==> config.mk <==
export PLATFORM = sky130hd
export DESIGN_NAME = rph_mod
export DESIGN_NICKNAME = d
export VERILOG_FILES = /design/src/rtl/rph_mod.sv
export SDC_FILE = /design/constraint.sdc
export NUM_CORES = 1
export LEC_CHECK = 0
export BUFFER_PORTS_ARGS = -buffer_cell sky130_fd_sc_hd__buf_2
export CORE_ASPECT_RATIO = 1.5
export CORE_MARGIN = 4
export CORE_UTILIZATION = 50
export CTS_BUF_LIST = sky130_fd_sc_hd__clkbuf_4
export CTS_CLUSTER_DIAMETER = 40
export DETAILED_ROUTE_END_ITERATION = 7
export PLACE_DENSITY_LB_ADDON = 0.3
export SYNTH_ARGS = -nofsm -noshare
export SYNTH_HDL_FRONTEND = slang
export SYNTH_SLANG_ARGS = --single-unit
==> constraint.sdc <==
create_clock -name i_clk -period 6 [get_ports i_clk]
set_clock_uncertainty 0.15 [all_clocks]
set_input_delay 1.2 -clock i_clk [delete_from_list [all_inputs] [get_ports i_clk]]
set_output_delay 1.2 -clock i_clk [all_outputs]
set_load 0.02 [all_outputs]
==> src/rtl/rph_mod.sv <==
// Iterative remainder unit: page number modulo table size, two bits per cycle.
module rph_mod #(
    parameter int PAGE_BITS = 20,
    parameter int NW        = 11,
    parameter int IDX_W     = 10
) (
    input  logic                 i_clk,
    input  logic                 i_rst_n,
    input  logic                 i_start,
    input  logic [PAGE_BITS-1:0] i_dividend,
    input  logic [NW-1:0]        i_divisor,
    output logic                 o_done,
    output logic [IDX_W-1:0]     o_rem
);

    localparam int D_W    = PAGE_BITS + (PAGE_BITS % 2);
    localparam int STEPS  = D_W / 2;
    localparam int STEP_W = (STEPS > 1) ? $clog2(STEPS) : 1;

    logic              r_run;
    logic              r_done;
    logic [STEP_W-1:0] r_step;
    logic [D_W-1:0]    r_dvd;
    logic [NW:0]       r_rem;
    logic [NW-1:0]     r_div;

    logic [D_W-1:0]    n_dvd;
    logic [NW:0]       n_rem;

    always_comb begin
        n_dvd = r_dvd;
        n_rem = r_rem;
        for (int k = 0; k < 2; k++) begin
            n_rem = {n_rem[NW-1:0], n_dvd[D_W-1]};
            n_dvd = {n_dvd[D_W-2:0], 1'b0};
            if (n_rem >= {1'b0, r_div}) begin
                n_rem = n_rem - {1'b0, r_div};
            end
        end
    end

    always_ff @(posedge i_clk) begin
        if (!i_rst_n) begin
            r_run  <= 1'b0;
            r_done <= 1'b0;
            r_step <= '0;
        end else begin
            r_done <= 1'b0;
            if (i_start) begin
                r_run  <= 1'b1;
                r_step <= '0;
            end else if (r_run) begin
                if (r_step == STEP_W'(STEPS - 1)) begin
                    r_run  <= 1'b0;
                    r_done <= 1'b1;
                end else begin
                    r_step <= r_step + STEP_W'(1);
                end
            end
        end
    end

    always_ff @(posedge i_clk) begin
        if (i_start) begin
            r_dvd <= D_W'(i_dividend);
            r_rem <= '0;
            r_div <= i_divisor;
        end else if (r_run) begin
            r_dvd <= n_dvd;
            r_rem <= n_rem;
        end
    end

    assign o_done = r_done;
    assign o_rem  = r_rem[IDX_W-1:0];

endmodule

==> out/results.tsv <==
stage	metric	value	unit
placement	Setup Slack @ Placement	1.13	ns
pwr	Peak VDD IR	0.267	mV
run	MaxCap Viol Count	0	
critical_path	Slowest-stage cell, CP	edfxtp_1	
timing	post-route setup slack	1.01	ns
pwr	Combinational Power Share	65.1	%
pwr	P_sw	0.825	mW
critical_path	WP buf/inv	0	
clock_network	CTS H-tree depth	2	
logic_synthesis	EDFF count, synth	31	
critical_path	max incr delay on CP	0.43	ns
placement	hpwl dp	5940	um
timing	crit share post-route	83.2	%
clock_network	CTS buffer count	5	
pwr	Leakage Power	1.53	nW
timing	setup_tns	0	ns
logic_synthesis	top_reg_cell synth	edfxtp_1	
final_layout	area grow syn2layout	8.80	%
clock_network	Root Driver	clkbuf_4	
clock_network	Reg clk slew, reported paths	0.14	ns
global_route	Global Route Usage Sum	20.4	%
die	Starting Density	52.0	%
clock_network	CTS tree	done	
clock_network	clk sink count	48	
pwr	Sequential Power Share	24.3	%
die	die area	0.00780	mm2
final_layout	fin util	56.6	%
final_layout	final instance area	0.00350	mm2
die	core area	0.00617	mm2
global_route	initial antenna violation count	0	
logic_synthesis	Post-synth top cells	31 x edfxtp_1, 29 x nor2_1, 25 x inv_1	
clock_network	setup bufs post-CTS	0	
placement	Final GP Congestion	0.881	
die	row cnt	35	
pwr	Net Sw Frac	45.2	%
die	Die Span Y	106	um
timing	max-slew violations	0	
logic_synthesis	Mapped Area	0.00321	mm2
run_status	run status	complete, no violations	
critical_path	critical path capture point type	flop	
global_route	largest net degree at the start of global routing	39	
detailed_routing	post-route ant nets	0	
pwr	PD cells	523	mW/mm2
timing	measured slew at the worst slew-check pin	0.771	ns
clock_network	worst skew pair latency	0.35	ns
critical_path	Crit path arrival time	5.10	ns
detailed_routing	Vias	2497	
placement	port buffer count	44	
critical_path	kind of critical path	reg2reg	
logic_synthesis	Synth Warn #	0	
logic_synthesis	post-synthesis sequential area ratio	39.6	%
pwr	Clock Power Share	10.6	%
critical_path	cell chain of the critical path	ha_1 > fa_1 > nand2b_1 > a21oi_1 > o21a_1 > or2_2 > mux2_2 > ha_1 > and3_1 > nand3_1 > a21oi_1 > o41a_1 > a211o_4 > and3_1 > a211o_1	
detailed_routing	Via density	5.83	
critical_path	Worst R2R Path Depth	15	
logic_synthesis	Synth area leader	edfxtp_1	
detailed_routing	Remaining DRCs	0	
global_route	vias in the first global route	2644	
critical_path	Worst Setup Start Kind	flop	
critical_path	CP top delay family	compound AO/OA/AOI/OAI gates	
critical_path	r2r setup slk	1.01	ns
detailed_routing	wire per inst	17.4	um
logic_synthesis	top cells by area, synth	edfxtp_1 29%, dfxtp_1 11%, ha_1 9.3%, mux2_2 7.7%, nor2_1 3.4%	
detailed_routing	routed wire length	7450	um
final_layout	nets@finish	413	
clock_network	cts hold-fix bufs	0	
final_layout	ant diodes	0	
final_layout	share of cells above drive strength 1	23.2	%
placement	Placed Area	0.00342	mm2
worst_hold_path	WHS Path Cells	1	
final_layout	Finished Layout Cells	428	
clock_network	post-cts sizing count	0	
timing	final hold viol count	0	
worst_hold_path	WHS Endpoint	r_rem[10]	
logic_synthesis	Synth Register Bits	48	
logic_synthesis	Gate Count Post-Synth	319	
timing	crit path time final	4.99	ns
critical_path	Critical Path RT	6.11	ns
worst_hold_path	Min-Delay Startpoint	r_rem[10]	
logic_synthesis	post-synth top area share	29.0	%
die	I/O pin cnt	45	
critical_path	worst-path fanout max	15	
logic_synthesis	cell with the most instances after synthesis	edfxtp_1	
detailed_routing	drt first pass iters	4	
timing	Achievable Freq	200	MHz
final_layout	number of fill cells	560	
die	Die X	73.5	um
critical_path	reg2reg end	r_rem[8]	
logic_synthesis	Syn Nets	379	
placement	dpl cells	420	
detailed_routing	starting DRC count in detailed routing	139	
logic_synthesis	fraction of registers with async set or reset after synthesis	0	%
timing	final hold slack	0.340	ns
timing	unrepaired setup endpoints after global routing	no	
global_route	global-route wire length before repair	12400	um
logic_synthesis	syn avg cell area	10.1	um2
pwr	Total Power	1.83	mW
worst_hold_path	Worst Hold Class	reg2reg	
pwr	internal power	1.00	mW
timing	worst relative slew slack	48.5	%
timing	final setup violating endpoints	0	
global_route	remaining global-route overflow	0	
clock_network	CTS Buffer Depth	2	
critical_path	r2r startpoint	r_div[0]	
logic_synthesis	Netlist cell types	54	
-- kinds of logic after synthesis --
family          share of synthesized area [%]
compound gates                           16.7
xor+xnor                                 3.54
fa+ha+maj                                10.6
buf+inv                                  6.81
flops                                    39.6
mux                                      9.89
simple gates                             12.9
-- sequential cells by signal, indices dropped and copies added (netlist names) --
register,count
r_rem,11
r_dvd,20
r_step,4
r_div,11
r_run,1
o_done,1
-- how the worst max path moves through the flow --
| stage | endpoint | from | slack (ns) | depth (start not counted) |
|---|---|---|---|---|
| after floorplan | r_rem[1] | r_div[0] | 1.49 | 16 |
| after global placement | r_rem[8] | r_div[0] | 1.26 | 15 |
| after detailed placement | r_rem[8] | r_div[0] | 1.13 | 15 |
| after CTS | r_rem[8] | r_div[0] | 1.06 | 15 |
| after global routing | r_rem[8] | r_div[0] | 0.82 | 15 |
| final | r_rem[8] | r_div[0] | 1.01 | 15 |
-- cells in the final DEF (no fill, tap or decap), types with 8 or more instances in the layout --
cell	Yosys	layout
o21ai_0	14	14
inv_1	25	25
nand2_1	19	19
dfxtp_1	17	17
o21a_1	8	8
ha_1	24	24
buf_2	1	44
a21oi_1	17	17
mux2_2	22	22
edfxtp_1	31	31
nor2_1	29	29
-- layer usage --
metal  up-vias  global-route usage (%)  wire (um)
met3        37                    3.50        296
met5         -                       0          0
met4         0                    13.0        529
li1       1220                       -          -
met2        85                    35.8       3870
met1      1155                    21.6       2760
-- worst reg2reg max path: cells and delay by family, from the launching register on --
family | cells | cell delay (ns)
compound gates | 6 | 1.84
fa+ha+maj | 3 | 0.99
mux | 1 | 0.40
flops | 1 | 0.43
simple gates | 5 | 1.10
-- power by group through the flow --
stage | Clock, mW | Sequential [mW] | Combinational [mW]
after floorplan | 0 | 0.436 | 0.987
after global placement | 0 | 0.451 | 1.16
after detailed placement | 0 | 0.454 | 1.17
after CTS | 0.198 | 0.446 | 1.18
after global routing | 0.213 | 0.455 | 1.31
final | 0.194 | 0.444 | 1.19
-- cell type report --
| type | count | area, um2 | area share, % |
|---|---|---|---|
| flip-flops and latches | 48 | 1270 | 36.4 |
| multi-input cells | 227 | 1720 | 49.3 |
| well taps | 74 | 92.6 | 2.65 |
| repair buffers | 46 | 235 | 6.73 |
| inverters | 25 | 93.8 | 2.68 |
| clock buffers | 6 | 45.0 | 1.29 |
| clock inverters | 2 | 35.0 | 1.00 |
(Power assumes the default switching activity.)
