===== src/rtl/rph_ram.sv =====
// Generic single write port, single read port RAM with registered read data.
module rph_ram #(
    parameter  int WIDTH = 8,
    parameter  int DEPTH = 16,
    localparam int AW    = (DEPTH > 1) ? $clog2(DEPTH) : 1
) (
    input  logic             i_clk,
    input  logic             i_wr_en,
    input  logic [AW-1:0]    i_wr_addr,
    input  logic [WIDTH-1:0] i_wr_data,
    input  logic             i_rd_en,
    input  logic [AW-1:0]    i_rd_addr,
    output logic [WIDTH-1:0] o_rd_data
);

    logic [WIDTH-1:0] r_mem [DEPTH];
    logic [WIDTH-1:0] r_rd_data;

    always_ff @(posedge i_clk) begin
        if (i_wr_en) begin
            r_mem[i_wr_addr] <= i_wr_data;
        end
        if (i_rd_en) begin
            r_rd_data <= r_mem[i_rd_addr];
        end
    end

    assign o_rd_data = r_rd_data;

endmodule


===== config.mk =====
export PLATFORM = sky130hd
export DESIGN_NAME = rph_ram
export DESIGN_NICKNAME = d
export VERILOG_FILES = /design/src/rtl/rph_ram.sv
export SDC_FILE = /design/constraint.sdc
export NUM_CORES = 1
export LEC_CHECK = 0
export ABC_CLOCK_PERIOD_IN_PS = 2000
export BUFFER_PORTS_ARGS = -buffer_cell sky130_fd_sc_hd__buf_2
export CORE_MARGIN = 2
export CORE_UTILIZATION = 35
export CTS_CLUSTER_SIZE = 14
export DETAILED_ROUTE_END_ITERATION = 16
export PLACE_DENSITY_LB_ADDON = 0.2
export SLEW_MARGIN = 20
export SYNTH_ARGS = -nofsm -noshare
export SYNTH_HDL_FRONTEND = slang
export SYNTH_SLANG_ARGS = --single-unit

===== constraint.sdc =====
create_clock -name i_clk -period 2 [get_ports i_clk]
set_input_delay 0.1 -clock i_clk [delete_from_list [all_inputs] [get_ports i_clk]]
set_output_delay 0.1 -clock i_clk [all_outputs]
set_load 0.005 [all_outputs]

==> reports/results.ini, run 1 <==
[sta]
max_freq_mhz = 668.5
fin_skew_ns = 0.005427
period_share_pct = 74.79
tightest_slew_ns = 0.4075
fin_setup_tns_ns = 0
finalHoldViolations = 0
grt_setup_unrepaired = false
max_slew_margin_pct = 72.84
slew_viol_final = 0
min_period_ns = 1.496
setup_viol_count_final = 0
fin_ws_ns = 0.5042

[synth]
synth-simple-area-share_pct = 3.135
ys_warn_count = 0
yosys.area_share.adder_pct = 0
synth-compound-area-share_pct = 2.298
syn_area_sq_mm = 0.005228
avgSynthCellArea_sq_um = 22.83
synthMuxAreaShare_pct = 14.79
yosysSeqAreaShare_pct = 78.12
ys_ff_latch = 136
syn-num-nets = 248
synth_cells = 229
yosysUniqueCellTypes = 18
synth_xor_area_share_pct = 0
synth_top_family_by_area = multiplexers

[global_route]
grt_start_max_net_pins = 27
antenna_found_initial = 1
grt_overflow = 0
grt.total_usage_pct = 14.15
grt_pass1_vias = 2608
grt_pass1_wl_um = 15840

[setup_path]
timing.rr.start = r_mem[1][0]
path_cells = mux4_1 > a22oi_1 > nand2_1
path_class = register to register
cp_slowest_cell = mux4_1
rrSetupSlack_ns = 0.50
crit_fanout = 1
max_stage_delay_ns = 0.50
cp.buffers_inverters = 0
crit_path_end_kind = register
worstSetupEndpoint = o_rd_data[0]
path_delay_family = multiplexers
arrival_ns = 1.65
start_kind = register
rr_worst_depth = 3
worstReg2RegEnd = o_rd_data[0]
worstPathRequired_ns = 2.15
crit_cells = 3
critPathLaunch = r_mem[1][0]

[finish]
register_area_sq_mm = 0.004084
drive_gt1_share_pct = 31.00
layout_common_cells = 136 x edfxtp_1, 26 x buf_2, 21 x buf_4
final_common_cell = edfxtp_1
area_growth_pct = 19.48
multi_input_area_sq_mm = 0.001057
nets = 306
fill_cells = 1264

[route]
drt_iter0_markers = 190
post-route-drc-count = 0
antenna_left = 0
wl_per_cell_um = 21.42
drt-total-wl_um = 10390
firstDrtPassIters = 4
viasPerCell = 5.035
vias = 2442

[clocking]
post-cts-setup-buffers = 0
tritoncts.num_buffers = 17
cts.sinks = 136
cts_root_buffer = clkbuf_16
clk_pin_slew_ns = 0.05
worst_skew_pair.late_latency_ns = 0.40
clockBufferDepth = 2
cts_resized = 0
htree_levels = 4
tritoncts = built
cts_hold_buf = 0

[power_and_ir_drop]
power_w = 0.006383
p_per_area_mw_per_mm2 = 1022
peakVddDrop_uv = 660.4
leakage_nw = 2.107

[die]
initial_utilization_pct = 35.83
num_rows = 44
boundaryPins = 27
die_area_sq_mm = 0.01593
core_area_sq_mm = 0.01459
die_h_um = 126.2
die_w_um = 126.2

[placed_design]
dp.final_hpwl_um = 6881
place_congestion = 0.7319
pre_cts_slack_ns = 0.3078
portBuffers = 26

[run_status]
status = finished, final reports clean

[worst_hold_path]
whs_path_depth = 1
hold_class = input pin to register

[run]
maxCapViolations = 0

## worst min path at each step
stage	from	to	slack, ns
final	i_rd_en	o_rd_data[5]	0.08
after detailed placement	i_rd_en	o_rd_data[2]	0.50
after global routing	i_rd_en	o_rd_data[1]	0.06
after global placement	i_wr_data[3]	r_mem[14][3]	0.49
after CTS	i_wr_data[3]	r_mem[4][3]	0.06
after floorplan	i_wr_data[0]	r_mem[0][0]	0.20
## per-stage QoR
stage | cell area (sq um) | hold slack [ns] | instances | util, %
2_1_floorplan | 5228 | 0.1989 | 229 | -
3_3_place_gp | 5699 | 0.4914 | 452 | 39.07
3_5_place_dp | 5699 | 0.4988 | 452 | 39.07
4_1_cts | 6243 | 0.05557 | 484 | 42.80
5_1_grt | 6243 | 0.06054 | 484 | 42.80
6_report | 6246 | 0.07567 | 485 | 42.81
## registers in the layout, summed over array words and instances (netlist names)
register	flops
r_mem	128
o_rd_data	8
## cell families after synthesis
| kind of cell | after synthesis |
|---|---|
| AO/OA/AOI/OAI | 16 |
| multiplexers | 32 |
| buffers and inverters | 10 |
| flip-flops | 136 |
| AND/OR/NAND/NOR | 35 |
## layer usage
metal	vias up	wire length, um	track usage [%]
met2	47	4948	21.32
met4	0	130	5.301
met1	1285	4891	19.02
met3	9	416	5.055
met5	-	0	0
li1	1101	-	-
## synth_stat cells (all sizes together)
| master | number | area share [%] |
|---|---|---|
| a22oi | 16 | 2.3 |
| and2 | 1 | 0.12 |
| and2b | 1 | 0.14 |
| buf | 7 | 1.1 |
| clkdlybuf4s25 | 3 | 0.57 |
| edfxtp | 136 | 78 |
| mux4 | 32 | 15 |
| nand2 | 9 | 0.65 |
| nand2b | 2 | 0.24 |
| nand3 | 1 | 0.096 |
| nand3b | 2 | 0.29 |
| nor2 | 13 | 0.93 |
| nor2b | 1 | 0.12 |
| nor3 | 4 | 0.38 |
| or3b | 1 | 0.17 |
## final cells by class
class	instances	share of cell area, %
Antenna cell	1	0.04006
Clock buffer	19	6.931
Clock inverter	13	1.783
Multi-Input combinational cell	83	16.93
Sequential cell	136	65.38
Tap cell	184	3.686
Timing Repair Buffer	49	5.248
## where the power goes
group	switching, W	internal (W)
clock	0.00106	0.00180
combinational	0.000167	0.000130
sequential	0.0000199	0.00321
total	0.00124	0.00514
Power figures use the tool's default switching activity.
==> run 2, diff against run 1 <==
Settings changed: ABC_AREA set to 1, ABC_CLOCK_PERIOD_IN_PS 2000 to 1500.
Clock period 2 ns to 1.5 ns, I/O delays scaled along.
==> reports/results.ini, run 2 <==
[run_status]
status = finished, final reports clean

[route]
antenna_left = 0
firstDrtPassIters = 4
drt_iter0_markers = 352
vias = 3847
viasPerCell = 4.663
post-route-drc-count = 0
drt-total-wl_um = 13720
wl_per_cell_um = 16.63

[synth]
synth_edf_count = 136
yosysUniqueCellTypes = 11
netlist_top_cells_area = edfxtp_1 70%, nand2_1 11%, nand3_1 8.3%
syn-num-nets = 570
avgSynthCellArea_sq_um = 10.61
synth_top_area_share_pct = 69.85
yosysSeqAreaShare_pct = 69.85
ys_ff_latch = 136
synth_top_flop_cell = edfxtp_1
ys_warn_count = 0
yosys-top-cells-count = 173 x nand2_1, 136 x edfxtp_1, 100 x inv_1, 97 x nand3_1, 17 x nor2_1
yosys.cell_count.top_type = nand2_1
synth_cells = 551
syn_area_sq_mm = 0.005847
synth_top_area_cell = edfxtp_1
async_flop_share_pct = 0

[power_and_ir_drop]
peakVddDrop_uv = 779.8
leakage_nw = 2.904
p_per_area_mw_per_mm2 = 1219

[sta]
setup_viol_count_final = 0
finalHoldViolations = 0
whs_ns = 0.03583
slew_viol_final = 0
period_share_pct = 77.03
max_slew_margin_pct = 58.24
fin_setup_tns_ns = 0
tightest_slew_ns = 0.6255
max_freq_mhz = 865.5
grt_setup_unrepaired = false
fin_skew_ns = 0.006011
min_period_ns = 1.155

[setup_path]
critPathLaunch = r_mem[13][0]
crit_fanout = 1
start_kind = register
path_class = register to register
crit_path_end_kind = register
arrival_ns = 1.32
rrSetupSlack_ns = 0.34
rr_worst_depth = 6
worstReg2RegEnd = o_rd_data[0]
timing.rr.start = r_mem[13][0]
worstPathRequired_ns = 1.66

[clocking]
htree_levels = 4
cts_root_buffer = clkbuf_16
tritoncts = built
cts.sinks = 136
tritoncts.num_buffers = 17
clockBufferDepth = 2
post-cts-setup-buffers = 0
worst_skew_pair.late_latency_ns = 0.41
clk_pin_slew_ns = 0.05
cts_resized = 0
cts_hold_buf = 0

[finish]
final_common_cell = nand2_1
area_growth_pct = 15.88
nets = 615
largest_register_ffs = 128
drive_gt1_share_pct = 12.07
regMostFlops = r_mem
layout_common_cells = 173 x nand2_1, 136 x edfxtp_1, 100 x inv_1
diodes = 0

[die]
initial_utilization_pct = 35.51
die_h_um = 133.3
num_rows = 47
core_area_sq_mm = 0.01647
die_w_um = 133.3
boundaryPins = 27
die_area_sq_mm = 0.01776

[global_route]
grt_start_max_net_pins = 65
grt.total_usage_pct = 16.62
grt_overflow = 0
antenna_found_initial = 0
grt_pass1_wl_um = 21530
grt_pass1_vias = 3865

[worst_hold_path]
holdPathEnd = o_rd_data[7]
whs_path_depth = 1
hold_class = input pin to register
hold_path_startpoint = i_rd_en

[run]
maxCapViolations = 0

[placed_design]
portBuffers = 26
place_congestion = 0.8043
dp.final_hpwl_um = 8655

run 2: changes by cell type after synthesis, moves of 14 or more:
cell,before,now
mux4_2,18,0
mux4_1,14,0
nand3_1,1,97
inv_1,0,100
nand2_1,9,173
a22oi_1,16,0
run 2: area by class of cell:
cell class,instances,area (sq um)
Fill cell,1606,9691
Sequential cell,136,4084
Multi-Input combinational cell,289,1214
Clock buffer,19,432.9
Inverter,102,382.9
Timing Repair Buffer,50,347.8
Tap cell,220,275.3
Clock inverter,9,38.79
run 2: worst max-delay path, cell delays in order, from the launching register on:
cell and delay (ns):
edfxtp_1 0.37, inv_1 0.06, nand2_1 0.05, nand3_1 0.09, nand3_1 0.12, nand3_1 0.15
nand2_1 0.06
run 2: how the worst max path moves through the flow:
stage	to	slack, ns	depth (start not counted)
2_1_floorplan	r_mem[10][0]	0.47	2
3_3_place_gp	o_rd_data[4]	0.12	6
3_5_place_dp	o_rd_data[4]	0.1	6
4_1_cts	o_rd_data[4]	0.34	6
5_1_grt	o_rd_data[2]	0.27	6
6_report	o_rd_data[0]	0.34	6
run 2: through the flow:
step	instance area, sq um	total power, W	util [%]	setup WS (ns)	instances
2_1_floorplan	5847	0.004682	-	0.4742	551
3_3_place_gp	6304	0.004922	38.28	0.1229	797
3_5_place_dp	6304	0.004926	38.28	0.09729	797
4_1_cts	6775	0.008340	41.15	0.3403	825
5_1_grt	6775	0.008577	41.15	0.2748	825
6_report	6775	0.008260	41.15	0.3446	825
run 2: power breakdown:
part | switching (W) | leakage [nW] | internal [W] | total (W)
Combinational | 0.000369 | 1.43 | 0.000160 | 0.000528
Clock | 0.00140 | 0.235 | 0.00202 | 0.00342
Sequential | 0.0000275 | 1.24 | 0.00429 | 0.00431
run 2: cell families (layout without fill, tap and decap cells):
family                 count (synthesis)  in the layout  synth area share [%]
AND/OR/NAND/NOR                      289            289                 20.76
buffers and inverters                126            180                 9.394
flip-flops                           136            136                 69.85
run 2: routing by layer:
layer  GRT usage (%)  routed length (um)  vias to the layer above
met2           26.40                6529                       89
met1           22.49                6311                     1873
met3           4.110                 719                       13
li1                -                   -                     1872
met4           5.437                 163                        0
met5               0                   0                        -
